===== src/rtl/vn_pkg.sv =====
// ----------------------------------------------------------------------------
// vn_pkg: shared types and constants for the vector normalizer
// Component widths, lane widths of the digit cells and the beat structs.
// ----------------------------------------------------------------------------
package vn_pkg;

  localparam int COMP_WIDTH  = 16;
  localparam int UNIT_FRAC   = 14;
  localparam int UNIT_STEPS  = UNIT_FRAC + 1;
  localparam int OUT_WIDTH   = 16;
  localparam int SQ_W        = 2 * COMP_WIDTH;
  localparam int ROOT_REM_W  = 2 * COMP_WIDTH + 2;
  localparam int UNIT_REM_W  = 2 * COMP_WIDTH + 2 * UNIT_FRAC + 3;
  localparam int CHAIN_LEN   = (COMP_WIDTH > UNIT_STEPS) ? COMP_WIDTH : UNIT_STEPS;
  localparam int LEN_EXT_W   = (COMP_WIDTH > OUT_WIDTH) ? COMP_WIDTH : OUT_WIDTH;
  localparam logic [OUT_WIDTH-1:0] LEN_MAX = '1;

  typedef struct packed {
    logic signed [COMP_WIDTH-1:0] in_x;
    logic signed [COMP_WIDTH-1:0] in_y;
    logic signed [COMP_WIDTH-1:0] in_z;
  } vn_in_t;

  typedef struct packed {
    logic signed [OUT_WIDTH-1:0] unit_x;
    logic signed [OUT_WIDTH-1:0] unit_y;
    logic signed [OUT_WIDTH-1:0] unit_z;
    logic        [OUT_WIDTH-1:0] vec_length;
  } vn_out_t;

  // Squared terms handed from the front end to the cell row.
  typedef struct packed {
    logic [SQ_W-1:0]        sq_sum;
    logic [2:0][SQ_W-1:0]   comp_sq;
    logic [2:0]             neg;
  } vn_sq_t;

endpackage


===== src/rtl/vn_front.sv =====
// ----------------------------------------------------------------------------
// vn_front: magnitude, square and sum stages
// Three registered stages that turn a signed vector into squared terms.
// ----------------------------------------------------------------------------
module vn_front import vn_pkg::*; (
  input  logic   clk_i,
  input  logic   rst_ni,
  input  logic   en_i,
  input  logic   valid_i,
  input  vn_in_t data_i,
  output logic   valid_o,
  output vn_sq_t data_o
);

  logic [2:0]                  vld_q;
  logic [2:0][COMP_WIDTH-1:0]  mag_q;
  logic [2:0]                  neg1_q, neg2_q;
  logic [2:0][SQ_W-1:0]        sq_q;
  vn_sq_t                      out_q;
  logic [2:0][COMP_WIDTH-1:0]  comp;

  assign comp = {data_i.in_x, data_i.in_y, data_i.in_z};

  always_ff @(posedge clk_i or negedge rst_ni) begin
    if (!rst_ni) begin
      vld_q <= '0;
    end else if (en_i) begin
      vld_q <= {vld_q[1:0], valid_i};
    end
  end

  always_ff @(posedge clk_i) begin
    if (en_i) begin
      for (int c = 0; c < 3; c++) begin
        neg1_q[c] <= comp[c][COMP_WIDTH-1];
        mag_q[c]  <= comp[c][COMP_WIDTH-1] ? (~comp[c] + 1'b1) : comp[c];
        sq_q[c]   <= SQ_W'(mag_q[c]) * SQ_W'(mag_q[c]);
      end
      neg2_q        <= neg1_q;
      out_q.comp_sq <= sq_q;
      out_q.neg     <= neg2_q;
      out_q.sq_sum  <= sq_q[0] + sq_q[1] + sq_q[2];
    end
  end

  assign valid_o = vld_q[2];
  assign data_o  = out_q;

endmodule


===== config.mk =====
export PLATFORM = sky130hd
export DESIGN_NAME = vn_front
export DESIGN_NICKNAME = d
export VERILOG_FILES = /design/src/rtl/vn_pkg.sv /design/src/rtl/vn_front.sv
export SDC_FILE = /design/constraint.sdc
export NUM_CORES = 2
export LEC_CHECK = 0
export BUFFER_PORTS_ARGS = -buffer_cell sky130_fd_sc_hd__buf_4
export CORE_MARGIN = 2
export CORE_UTILIZATION = 55
export CTS_CLUSTER_DIAMETER = 40
export CTS_CLUSTER_SIZE = 28
export DETAILED_ROUTE_END_ITERATION = 6
export PLACE_DENSITY = 0.83
export SLEW_MARGIN = 0
export SYNTH_ARGS = -nofsm -noshare
export SYNTH_HDL_FRONTEND = slang
export SYNTH_SLANG_ARGS = --single-unit

===== constraint.sdc =====
create_clock -name clk_i -period 6.2 [get_ports clk_i]
set_input_delay 1.24 -clock clk_i [delete_from_list [all_inputs] [get_ports clk_i]]
set_output_delay 1.24 -clock clk_i [all_outputs]
set_load 0.005 [all_outputs]

==> impl_metrics.env <==
export IMPL_outcome="finished clean"
export IMPL_detailed_place_hpwl_um=64800
export IMPL_cp_slowest_stage_delay_ns=0.57
export IMPL_proportion_of_layout_cells_with_a_drive_suffix_above_1_pct=12.9
export IMPL_ctsLongestPathBuffers=3
export IMPL_min_period_ns=6.05
export IMPL_cts_made_buffers=43
export IMPL_critical_path_top_delay_family="adder cells"
export IMPL_initialDrtViolationCount=1737
export IMPL_pin_count=184
export IMPL_globalRoute_totalOverflow=0
export IMPL_required_time_at_the_worst_slack_endpoint_ns=6.49
export IMPL_cp_cell_sequence="buf_4 -> buf_4 -> and2_1 -> inv_1 -> fa_1 -> fa_1 -> inv_1 -> ha_1 -> fa_1 -> fa_1 -> fa_1 -> ha_1 -> a21o_1 -> a21o_1 -> a211oi_1 -> or3_1 -> a41oi_2 -> nor4_1 -> nor3_2"
export IMPL_drc_errors=0
export IMPL_startpoint_type="flop"
export IMPL_timing_worst_setup_path_type="flop to flop"
export IMPL_skew_ns=0.0327
export IMPL_ys_seq_area_share_pct=24.6
export IMPL_num_antenna_cells=0
export IMPL_async_reset_ff_share_pct=1.08
export IMPL_post_cts_hold_buffer_count=0
export IMPL_cap_viol_max_count=0
export IMPL_critPathCaptureType="flop"
export IMPL_gr_usage_all_layers_pct=25.7
export IMPL_post_synthesis_mean_instance_area_sq_um=10.4
export IMPL_synthesis_instances=3257
export IMPL_post_route_period_util_pct=97.6
export IMPL_critical_path_most_common_cell="fa_1"
export IMPL_number_of_antenna_violations_at_the_first_check_in_global_routing=2
export IMPL_netlist_top_cell_by_area="fa_1"
export IMPL_tritoncts_clock_tree="built"
export IMPL_fp_coreArea_sq_um=60600
export IMPL_gp_routability_congestion=0.948
export IMPL_synth_top_cell_area_share_pct=30.8
export IMPL_timing_worst_slew_pin_value_ns=0.896
export IMPL_clock_tree_root_cell="clkbuf_16"
export IMPL_ff2ff_setup_slack_ns=0.15
export IMPL_drt_pass1_iterations=6
export IMPL_routed_via_count=23800
export IMPL_synthAdderAreaFrac_pct=43.0
export IMPL_synth_top_cells_by_area="fa_1 31%, edfxtp_1 24%, ha_1 12%"
export IMPL_worst_slew_margin_rel_pct=40.3
export IMPL_synthXorXnorAreaFrac_pct=4.42
export IMPL_synth_compound_area_share_pct=8.05
export IMPL_finalHoldViolCount=0
export IMPL_post_synthesis_mux_area_share_pct=0.292
export IMPL_number_of_i_o_port_buffers=180
export IMPL_critical_path_arrival_ns=6.35
export IMPL_synthToLayoutAreaGrowth_pct=13.2
export IMPL_grt_first_pass_wirelength_um=129000
export IMPL_worstHoldPathType="flop to flop"
export IMPL_chipHeight_um=252
export IMPL_worst_path_max_fanout=9
export IMPL_finalMaxSlewViolations=0
export IMPL_yosys_warnings=0
export IMPL_setup_repair_after_global_routing_missed_its_margin="yes"
export IMPL_clk_sinks=278
export IMPL_die_width_um=252
export IMPL_synth_top_family_by_area="adder cells"
export IMPL_viasPerCell=5.51
export IMPL_synth_ff_latch_count=278
export IMPL_clkSlewWorstSetupHoldPaths_ns=0.05
export IMPL_worstPathBufferInverterCount=4
export IMPL_final_antenna_net_count=0
export IMPL_netlist_cell_type_count=89
export IMPL_predominant_post_synthesis_flop_cell="edfxtp_1"
export IMPL_grt_pass1_vias=25000
export IMPL_holdWs_ns=0.418
export IMPL_initial_utilization_pct=55.9
export IMPL_routed_wirelength_um=79500
export IMPL_synth_simple_gate_area_share_pct=10.1
export IMPL_drt_wirelength_per_cell_um=18.4
export IMPL_design_final_nets=4416
export IMPL_cts_max_level=2
export IMPL_synth_edff_count=275
export IMPL_max_clock_freq_ghz=0.165
export IMPL_clk_latency_ns=0.59
export IMPL_row_count=90
export IMPL_cp_slowest_cell="fa_1"
export IMPL_dieArea_sq_um=63500
export IMPL_netlist_area_sq_um=33800
export IMPL_setup_viol=0
export IMPL_grt_start_max_net_pins=107
cells by family (layout without fill, tap and decap cells):
group / count (synthesis) / after routing
other: 1 / 6
buffers and inverters: 846 / 1130
DFF: 278 / 278
and+or+nand+nor: 706 / 706
adders and majority gates: 851 / 851
muxes: 9 / 9
xor gates and xnor gates: 171 / 171
AOI/OAI and AO/OA: 395 / 395
synthesized netlist by cell type (all sizes together), types with 12 or more instances:
library cell / number
inv: 758
fa: 520
ha: 331
nand2: 298
edfxtp: 275
xnor2: 130
and2: 122
a21oi: 116
nor2: 115
clkbuf: 77
o21ai: 66
a21o: 65
xor2: 41
nand3: 36
nor2b: 24
a211oi: 21
nor3: 19
and3: 18
o21bai: 17
nand4: 12
o211ai: 12
or2: 12
flip-flops by register name, summed over array words and instances, names as in the netlist:
| register | count |
|---|---|
| data_o | 128 |
| neg1_q | 3 |
| sq_q | 93 |
| neg2_q | 3 |
| vld_q | 3 |
| mag_q | 48 |
layout make-up:
cell class | count | area (sq um)
Clock inverter | 31 | 353
Clock buffer | 47 | 1110
Inverter | 758 | 2850
Timing Repair Buffer | 294 | 2220
Multi-Input combinational cell | 2138 | 22500
Sequential cell | 278 | 8330
Tap cell | 782 | 978
Fill cell | 4570 | 22300
routing by layer:
layer  wire, um  GRT usage [%]  part of all wire [%]
met1      31400           33.7                    39
met2      37600           42.2                    47
met3       7000           5.54                   8.8
met4       3510           9.92                   4.4
met5          0              0                     0
per-stage QoR:
step | std cells | TNS, ns | instance area, sq um | setup slack (ns) | util (%)
detailed placement | 4217 | 0 | 36500 | 0.0778 | 60.2
global route | 4328 | -0.411 | 38300 | -0.0817 | 63.2
CTS | 4295 | 0 | 37900 | 0.0508 | 62.6
global placement | 4217 | 0 | 36500 | 0.203 | 60.2
finish | 4328 | 0 | 38300 | 0.149 | 63.2
floorplan | 3262 | 0 | 33900 | 0.228 | -
timing repair:
item	4_1_cts	5_1_grt
gates resized for setup	0	34
setup endpoints to repair	0	29
endpoints found under the hold margin	0	0
setup buffers	0	33
worst paths after layout:
path / startpoint / endpoint / cells after the start
max: mag_q[6]$_DFFE_PP_ / sq_q[30]$_DFFE_PP_ / 19
min: neg2_q[0]$_DFFE_PP_ / data_o[0]$_DFFE_PP_ / 0
max reg2reg: mag_q[6]$_DFFE_PP_ / sq_q[30]$_DFFE_PP_ / 19
min reg2reg: neg2_q[0]$_DFFE_PP_ / data_o[0]$_DFFE_PP_ / 0
max in group asynchronous: rst_ni / vld_q[1]$_DFFE_PN0P_ / 1
min in group asynchronous: rst_ni / vld_q[2]$_DFFE_PN0P_ / 1
cells in the final DEF, fill, tap and decap left out, drive strengths merged, types with 12 or more instances in the layout:
cell type	Yosys	final
buf	11	292
o21bai	17	17
nor2b	24	24
nand3	36	36
nor3	19	19
xnor2	130	130
edfxtp	275	275
a21o	65	65
clkbuf	77	49
or2	12	12
a211oi	21	21
o211ai	12	12
ha	331	331
and3	18	18
a21oi	116	116
nor2	115	115
inv	758	773
nand4	12	12
o21ai	66	66
and2	122	122
clkinv	0	12
xor2	41	41
nand2	298	298
fa	520	520
Power is not shown: default switching activity piles up to over one toggle a cycle in this logic, so the estimate is an artifact.
