$ cat src/rtl/vn_pkg.sv
// ----------------------------------------------------------------------------
// vn_pkg: shared types and constants for the vector normalizer
// Component widths, lane widths of the digit cells and the beat structs.
// ----------------------------------------------------------------------------
package vn_pkg;

  localparam int COMP_WIDTH  = 16;
  localparam int UNIT_FRAC   = 14;
  localparam int UNIT_STEPS  = UNIT_FRAC + 1;
  localparam int OUT_WIDTH   = 16;
  localparam int SQ_W        = 2 * COMP_WIDTH;
  localparam int ROOT_REM_W  = 2 * COMP_WIDTH + 2;
  localparam int UNIT_REM_W  = 2 * COMP_WIDTH + 2 * UNIT_FRAC + 3;
  localparam int CHAIN_LEN   = (COMP_WIDTH > UNIT_STEPS) ? COMP_WIDTH : UNIT_STEPS;
  localparam int LEN_EXT_W   = (COMP_WIDTH > OUT_WIDTH) ? COMP_WIDTH : OUT_WIDTH;
  localparam logic [OUT_WIDTH-1:0] LEN_MAX = '1;

  typedef struct packed {
    logic signed [COMP_WIDTH-1:0] in_x;
    logic signed [COMP_WIDTH-1:0] in_y;
    logic signed [COMP_WIDTH-1:0] in_z;
  } vn_in_t;

  typedef struct packed {
    logic signed [OUT_WIDTH-1:0] unit_x;
    logic signed [OUT_WIDTH-1:0] unit_y;
    logic signed [OUT_WIDTH-1:0] unit_z;
    logic        [OUT_WIDTH-1:0] vec_length;
  } vn_out_t;

  // Squared terms handed from the front end to the cell row.
  typedef struct packed {
    logic [SQ_W-1:0]        sq_sum;
    logic [2:0][SQ_W-1:0]   comp_sq;
    logic [2:0]             neg;
  } vn_sq_t;

endpackage

$ cat src/rtl/vn_digit_cell.sv
// ----------------------------------------------------------------------------
// vn_digit_cell: one digit of a restoring root or quotient extraction
// Tries bit K of the result and keeps it when the remainder allows.
// ----------------------------------------------------------------------------
module vn_digit_cell import vn_pkg::*; #(
  parameter int RW = ROOT_REM_W,
  parameter int QW = COMP_WIDTH,
  parameter int K  = 0,
  parameter bit EN = 1'b1
) (
  input  logic          clk_i,
  input  logic          en_i,
  input  logic [RW-1:0] step_i,
  input  logic [RW-1:0] rem_i,
  input  logic [RW-1:0] acc_i,
  input  logic [QW-1:0] quo_i,
  output logic [RW-1:0] rem_o,
  output logic [RW-1:0] acc_o,
  output logic [QW-1:0] quo_o
);

  logic [RW-1:0] rem_d, acc_d, rem_q, acc_q;
  logic [QW-1:0] quo_d, quo_q;

  if (EN) begin : g_step
    // Keeping the bit adds (2*acc*2^K + step*4^K) to the square, with acc
    // being the running product of the partial result and the step.
    logic [RW:0] delta;
    assign delta = ({1'b0, acc_i} << (K + 1)) + ({1'b0, step_i} << (2 * K));
    always_comb begin
      if (delta <= {1'b0, rem_i}) begin
        rem_d = rem_i - delta[RW-1:0];
        acc_d = acc_i + (step_i << K);
        quo_d = quo_i | (QW'(1) << K);
      end else begin
        rem_d = rem_i;
        acc_d = acc_i;
        quo_d = quo_i;
      end
    end
  end else begin : g_pass
    assign rem_d = rem_i;
    assign acc_d = acc_i;
    assign quo_d = quo_i;
  end

  always_ff @(posedge clk_i) begin
    if (en_i) begin
      rem_q <= rem_d;
      acc_q <= acc_d;
      quo_q <= quo_d;
    end
  end

  assign rem_o = rem_q;
  assign acc_o = acc_q;
  assign quo_o = quo_q;

endmodule

$ cat config.mk
export PLATFORM = sky130hd
export DESIGN_NAME = vn_digit_cell
export DESIGN_NICKNAME = d
export VERILOG_FILES = /design/src/rtl/vn_pkg.sv /design/src/rtl/vn_digit_cell.sv
export SDC_FILE = /design/constraint.sdc
export NUM_CORES = 1
export LEC_CHECK = 0
export BUFFER_PORTS_ARGS = -buffer_cell sky130_fd_sc_hd__clkbuf_2
export CAP_MARGIN = 15
export CORE_MARGIN = 4
export CORE_UTILIZATION = 40
export CTS_CLUSTER_DIAMETER = 80
export DETAILED_ROUTE_END_ITERATION = 16
export PLACE_DENSITY = 0.65
export SYNTH_ARGS = -nofsm -noshare
export SYNTH_HDL_FRONTEND = slang
export SYNTH_SLANG_ARGS = --single-unit
$ cat constraint.sdc
create_clock -name clk_i -period 10.7 [get_ports clk_i]
set_input_delay 0 -clock clk_i [delete_from_list [all_inputs] [get_ports clk_i]]
set_output_delay 0 -clock clk_i [all_outputs]
set_load 0.03 [all_outputs]
==> results of run 1 <==
flip-flops by register name, indices dropped and copies added (netlist names):
name	flops
acc_o	34
quo_o	16
rem_o	34
layer usage:
layer,global-route usage (%),up-vias,share of wire (%)
met4,7.69,2,2.8
met2,35.0,246,45
met1,29.7,4202,47
met3,2.92,49,4.9
met5,0,-,0.045
li1,-,4546,-
layout make-up:
type,instances,share of cell area [%]
antenna,1,0.0217
timing repair buffer,248,12.7
multi-input combinational,906,56.0
tap,319,3.46
sequential,84,21.9
clock inverter,7,0.706
inverter,101,3.29
clock buffer,9,1.95
power by group through the flow:
stage          clock (uW)  combinational, uW  sequential, uW
2_1_floorplan           0                566             618
3_3_place_gp            0                940             484
3_5_place_dp            0                946             484
4_1_cts               349                964             478
5_1_grt               361               1070             484
6_report              343                963             477
cells by family after synthesis:
kind of cell             Yosys count
flip-flops                        84
multiplexers                       9
adder cells (fa/ha/maj)          136
buffers and inverters            134
XOR/XNOR                          79
AND/OR/NAND/NOR                  314
AO/OA/AOI/OAI                    368
placed cells by master (no fill, tap or decap), types with 7 or more instances in the layout:
cell type / instances
clkbuf_2: 202
inv_1: 101
edfxtp_1: 84
nand4_1: 16
nand2b_1: 14
o21ai_0: 93
clkbuf_16: 9
nand2_1: 120
and3_1: 17
a21oi_1: 94
o21a_1: 16
a211oi_1: 11
ha_1: 133
a21o_1: 51
nand3_1: 25
o21bai_1: 16
nor3_1: 16
nor2b_1: 13
or3_1: 9
and2_1: 9
a31oi_1: 13
xnor2_1: 44
xor2_1: 35
nor2_1: 47
o31ai_2: 7
dlygate4sd3_1: 43
worst max path at each step:
| stage | startpoint | to | cells after the start |
|---|---|---|---|
| floorplan | step_i[8] | rem_o[10] | 24 |
| global placement | step_i[13] | acc_o[4] | 21 |
| detailed placement | step_i[13] | rem_o[25] | 22 |
| CTS | acc_i[12] | rem_o[25] | 23 |
| global route | acc_i[1] | rem_o[29] | 22 |
| finish | acc_i[12] | rem_o[25] | 23 |
repair_timing:
item	in CTS	in global routing
buffers inserted	0	0
hold buffers	43	0
endpoints found under the hold margin	43	0
metrics by stage:
stage	cells	setup WS, ps	util [%]	power [uW]	cell area [um^2]
after detailed placement	1615	4860	46.1	1430	10800
after global placement	1615	5000	46.1	1420	10800
after floorplan	1124	6320	-	1180	9510
after global routing	1675	4140	49.2	1910	11500
final	1675	4550	49.2	1780	11500
after CTS	1674	4650	49.2	1790	11500
==> metrics.txt, run 1 <==
status finished, final reports clean; Top FF cell, synth edfxtp_1; footprint of the multi-input gates 6450 um^2; H-tree depth 3; Fin. Hold Viols 0; RePlAce Congestion 0.957; share of cells above drive strength 1 18.5%; Initial Util 40.6%; Clock Sinks 84; vias in the first global route 8794; XOR/XNOR Fraction of Synth Area 7.27%; Worst Setup Start Kind input pin; chip height 162 um; CP top delay family compound AO/OA/AOI/OAI gates; post-route setup TNS 0 ps; Port Buf Inserts 203; largest family of logic cells by synthesized area compound AO/OA/AOI/OAI gates; Critical Path AT 6230 ps; Worst Tran Pin Value 757 ps; Post-Synth Adder-Cell Area 18.1%; WHS Endpoint acc_o[17]; initial antenna violation count 2; drt first pass iters 5; CP max stage delay 610 ps; first-pass GRT wire length 45.7 mm; Worst Hold Launch acc_i[17]; Netlist Area Pre-Place 9510 um^2; top cell type's share of synthesized area 26.5%; fmax 163 MHz; dpl hpwl 23.2 mm; Post-Synth Simple-Gate Area 16.1%; WL/cell 17.4 um; min cycle time layout 6150 ps; logic gate share of total power 54.0%; peak supply drop 0.0000732 V; FP Rows 56; Area Overhead vs Synth 21.1%; Compound-Gate Fraction of Synth Area 25.1%; Pint 990 uW; fill count 2354; leakage 0.00550 uW; FF+latch area 2520 um^2; GRT Residual Overflow 0; Die ar. 26300 um^2; register area share after synthesis 26.5%; top post-synthesis cells by area edfxtp_1, ha_1, a21oi_1, o21ai_0, nand2_1; Final setup viols 0; max cap viols 0; Mean Syn Cell Area 8.46 um^2; mux cell area share after synthesis 1.05%; EDFF count, synth 84; TritonCTS clock tree built; asr flop ratio synth 0%; IO Pins 204; Slowest cell on crit path o32ai_1; power per cell area 155 nW/um^2; critical path cell sequence dlygate4sd3_1, clkbuf_2, ha_1, a21oi_1, o21bai_1, o32ai_1, a31oi_1, o21ai_0, a21boi_0, o21ai_0, nand2b_1, xor2_1, ha_1, nand4_1, nor2b_1, o311ai_0, o211ai_1, o221a_2, nor2_1, mux2i_4, buf_4, a31o_2, o21ai_1; Worst Hold Slack 6.59 ps; Final Max Slew Viols 0; Sw Pwr 793 uW; Yosys cell types 71; Hold Path Stages 3; Sw Ratio 44.5%; Nets 1606; clock share of power 19.2%; via count 9045; area leader, netlist edfxtp_1; Yosys reg bits 84; core area 23400 um^2; crit path max fanout 51; critical path buffer and inverter count 3; Hold WC Path Type input pin to flip-flop; CTS resizes 0; Die W 162 um; worst endpoint required time 10780 ps; critical path type input pin to flip-flop; drt via density 5.40; initial drt markers 550; Reg clk slew, reported paths 70 ps; RSZ-0062 raised after global routing no; syn_nets 1380; count leader, synth ha_1; CTS Root Cell clkbuf_16; Commonest cells post-synth ha_1, nand2_1, inv_1; post-route DRC violation count 0; antenna-violating nets left 0; total track usage 21.6%; cells after synthesis 1124; Slew HR 48.5%; number of CTS-inserted buffers 9; clk buf depth 2; fin crit share 57.4%; maximum number of pins on one net before global-route repair 58; final wirelength 29.1 mm; Reg power frac 26.7%; Crit. End Element flip-flop; YS warnings 0
No activity file was read; power rests on OpenSTA's default activity.
==> run 2: changes to the inputs <==
==> constraint.sdc (replaced) <==
create_clock -name clk_i -period 6.2 [get_ports clk_i]
set_input_delay 0 -clock clk_i [delete_from_list [all_inputs] [get_ports clk_i]]
set_output_delay 0 -clock clk_i [all_outputs]
set_load 0.03 [all_outputs]
==> metrics.txt, run 2 (same netlist as run 1, synthesis figures left out) <==
status finished, final reports clean; Crit. End Element flip-flop; RePlAce Congestion 0.952 (-0.45%); share of cells above drive strength 1 18.7% (+0.18 points); fill count 2332 (-0.93%); dpl hpwl 23.1 mm (-0.37%); crit path max fanout 21 (-59%); Hold WC Path Type input pin to flip-flop; power per cell area 268 nW/um^2 (+73%); Clock Sinks 84 (unchanged); FP Rows 56 (unchanged); critical path type input pin to flip-flop; hold_buf cts 43 (unchanged); most common cell after layout, fill and taps aside clkbuf_2; worst endpoint required time 6320 ps (-4460 ps); CTS resizes 0 (unchanged); CP max stage delay 690 ps (+80 ps); critical path cell sequence dlygate4sd3_1, clkbuf_2, ha_1, o21ai_0, or3_1, a2111o_1, a31oi_1, o21ai_0, a21boi_0, o21ai_0, nand2b_1, xor2_1, ha_1, nand4_1, nor2b_1, o311ai_0, o211ai_1, o221a_2, nor2_1, mux2i_4, buf_12, a211o_1, nand3_1; Slew HR 41.1% (-7.4 points); fmax 174 MHz; Final setup viols 0 (unchanged); fin crit share 92.5%; min cycle time layout 5730 ps; IO Pins 204 (unchanged); Initial Util 40.6% (unchanged); CP top delay family compound AO/OA/AOI/OAI gates; post-route DRC violation count 0 (unchanged); antenna-violating nets left 0 (unchanged); Port Buf Inserts 203 (unchanged); post-route setup TNS 0 ps (unchanged); peak supply drop 0.000111 V (+51%); number of CTS-inserted buffers 9 (unchanged); WL/cell 17.0 um (-2.1%); most frequent cells in the layout clkbuf_2, ha_1, nand2_1; core area 23400 um^2 (unchanged); drt via density 5.40 (about the same); via count 9066 (+0.23%); first-pass GRT wire length 45.1 mm (-1.2%); initial antenna violation count 1 (-1); CTS Root Cell clkbuf_16; Critical Path AT 5850 ps (-380 ps); H-tree depth 3 (unchanged); Final Max Slew Viols 0 (unchanged); Slowest cell on crit path mux2i_4; WHS Endpoint acc_o[16]; final core occ 49.5% (+0.26 points); total track usage 21.4% (-0.27 points); CP dominant cell by count o21ai_0; Worst Hold Launch acc_i[16]; maximum number of pins on one net before global-route repair 57 (-1.7%); Fin. Hold Viols 0 (unchanged); GRT Residual Overflow 0 (unchanged); RSZ-0062 raised after global routing no; Die ar. 26300 um^2 (unchanged); setup bufs post-CTS 0 (unchanged); TritonCTS clock tree built; clk buf depth 2 (unchanged); vias in the first global route 8591 (-2.3%); critical path buffer and inverter count 3 (unchanged); Nets 1609 (+0.19%); Worst Tran Pin Value 866 ps (+109 ps); Area Overhead vs Synth 21.8%; Hold Path Stages 3 (unchanged); initial drt markers 618 (+12%); final wirelength 28.5 mm (-1.9%); Reg clk slew, reported paths 80 ps (about the same); drt first pass iters 6 (+1); max cap viols 0 (unchanged); Worst Setup Start Kind input pin; Die W 162 um (unchanged); leakage 0.00552 uW (+0.47%); chip height 162 um (unchanged)
## run 2: cell count changes in the layout (fill, tap and decap cells not counted)
| cell | delta |
|---|---|
| inv_8 | +1 |
| clkinvlp_4 | +1 |
| buf_12 | +3 |
| inv_6 | -1 |
| clkinv_4 | -1 |
## run 2: worst max-delay path by stage
stage / from / endpoint / slack (ps) / cells past startpoint
6_report: acc_i[2] / acc_o[28] / 470 / 23
5_1_grt: acc_i[7] / acc_o[28] / 60 / 23
4_1_cts: acc_i[2] / acc_o[28] / 540 / 23
3_5_place_dp: acc_i[5] / acc_o[28] / 760 / 22
3_3_place_gp: step_i[4] / acc_o[28] / 790 / 22
2_1_floorplan: step_i[8] / rem_o[10] / 1820 / 24
## run 2: where the power goes
| group | switching, uW | internal, uW |
|---|---|---|
| clock | 276 | 320 |
| sequential | 36.4 | 788 |
| combinational | 1060 | 623 |
## run 2: layer usage
metal	share of wire (%)	vias to the layer above	GRT usage (%)	wire length, um
li1	-	4567	-	-
met1	47	4173	29.1	13400
met2	44	274	34.3	12700
met3	5.5	52	3.50	1560
met5	0	-	0	0
met4	3.3	0	8.00	939
## run 2: area by class of cell
| cell class | count | area [um^2] | share of cell area [%] |
|---|---|---|---|
| Antenna cell | 1 | 2.50 | 0.0216 |
| Clock buffer | 9 | 225 | 1.94 |
| Clock inverter | 7 | 82.6 | 0.713 |
| Inverter | 101 | 379 | 3.27 |
| Multi-Input combinational cell | 906 | 6450 | 55.7 |
| Sequential cell | 84 | 2520 | 21.8 |
| Tap cell | 319 | 399 | 3.45 |
| Timing Repair Buffer | 251 | 1520 | 13.2 |
## run 2: stage by stage
step | hold slack [ps] | worst slack, ps | area, um^2 | instances | total power, uW
after floorplan | 98.9 | 1820 | 9510 | 1124 | 2040
after global placement | 177 | 785 | 10800 | 1618 | 2480
after detailed placement | 179 | 764 | 10800 | 1618 | 2490
after CTS | 0.271 | 544 | 11600 | 1677 | 3120
after global routing | 12.0 | 56.2 | 11600 | 1678 | 3330
final | 1.45 | 468 | 11600 | 1678 | 3100
## run 2: worst min-delay path, cell delays in order
cell and delay, ps:
clkbuf_2 130, nand2_1 50, o21ai_0 70
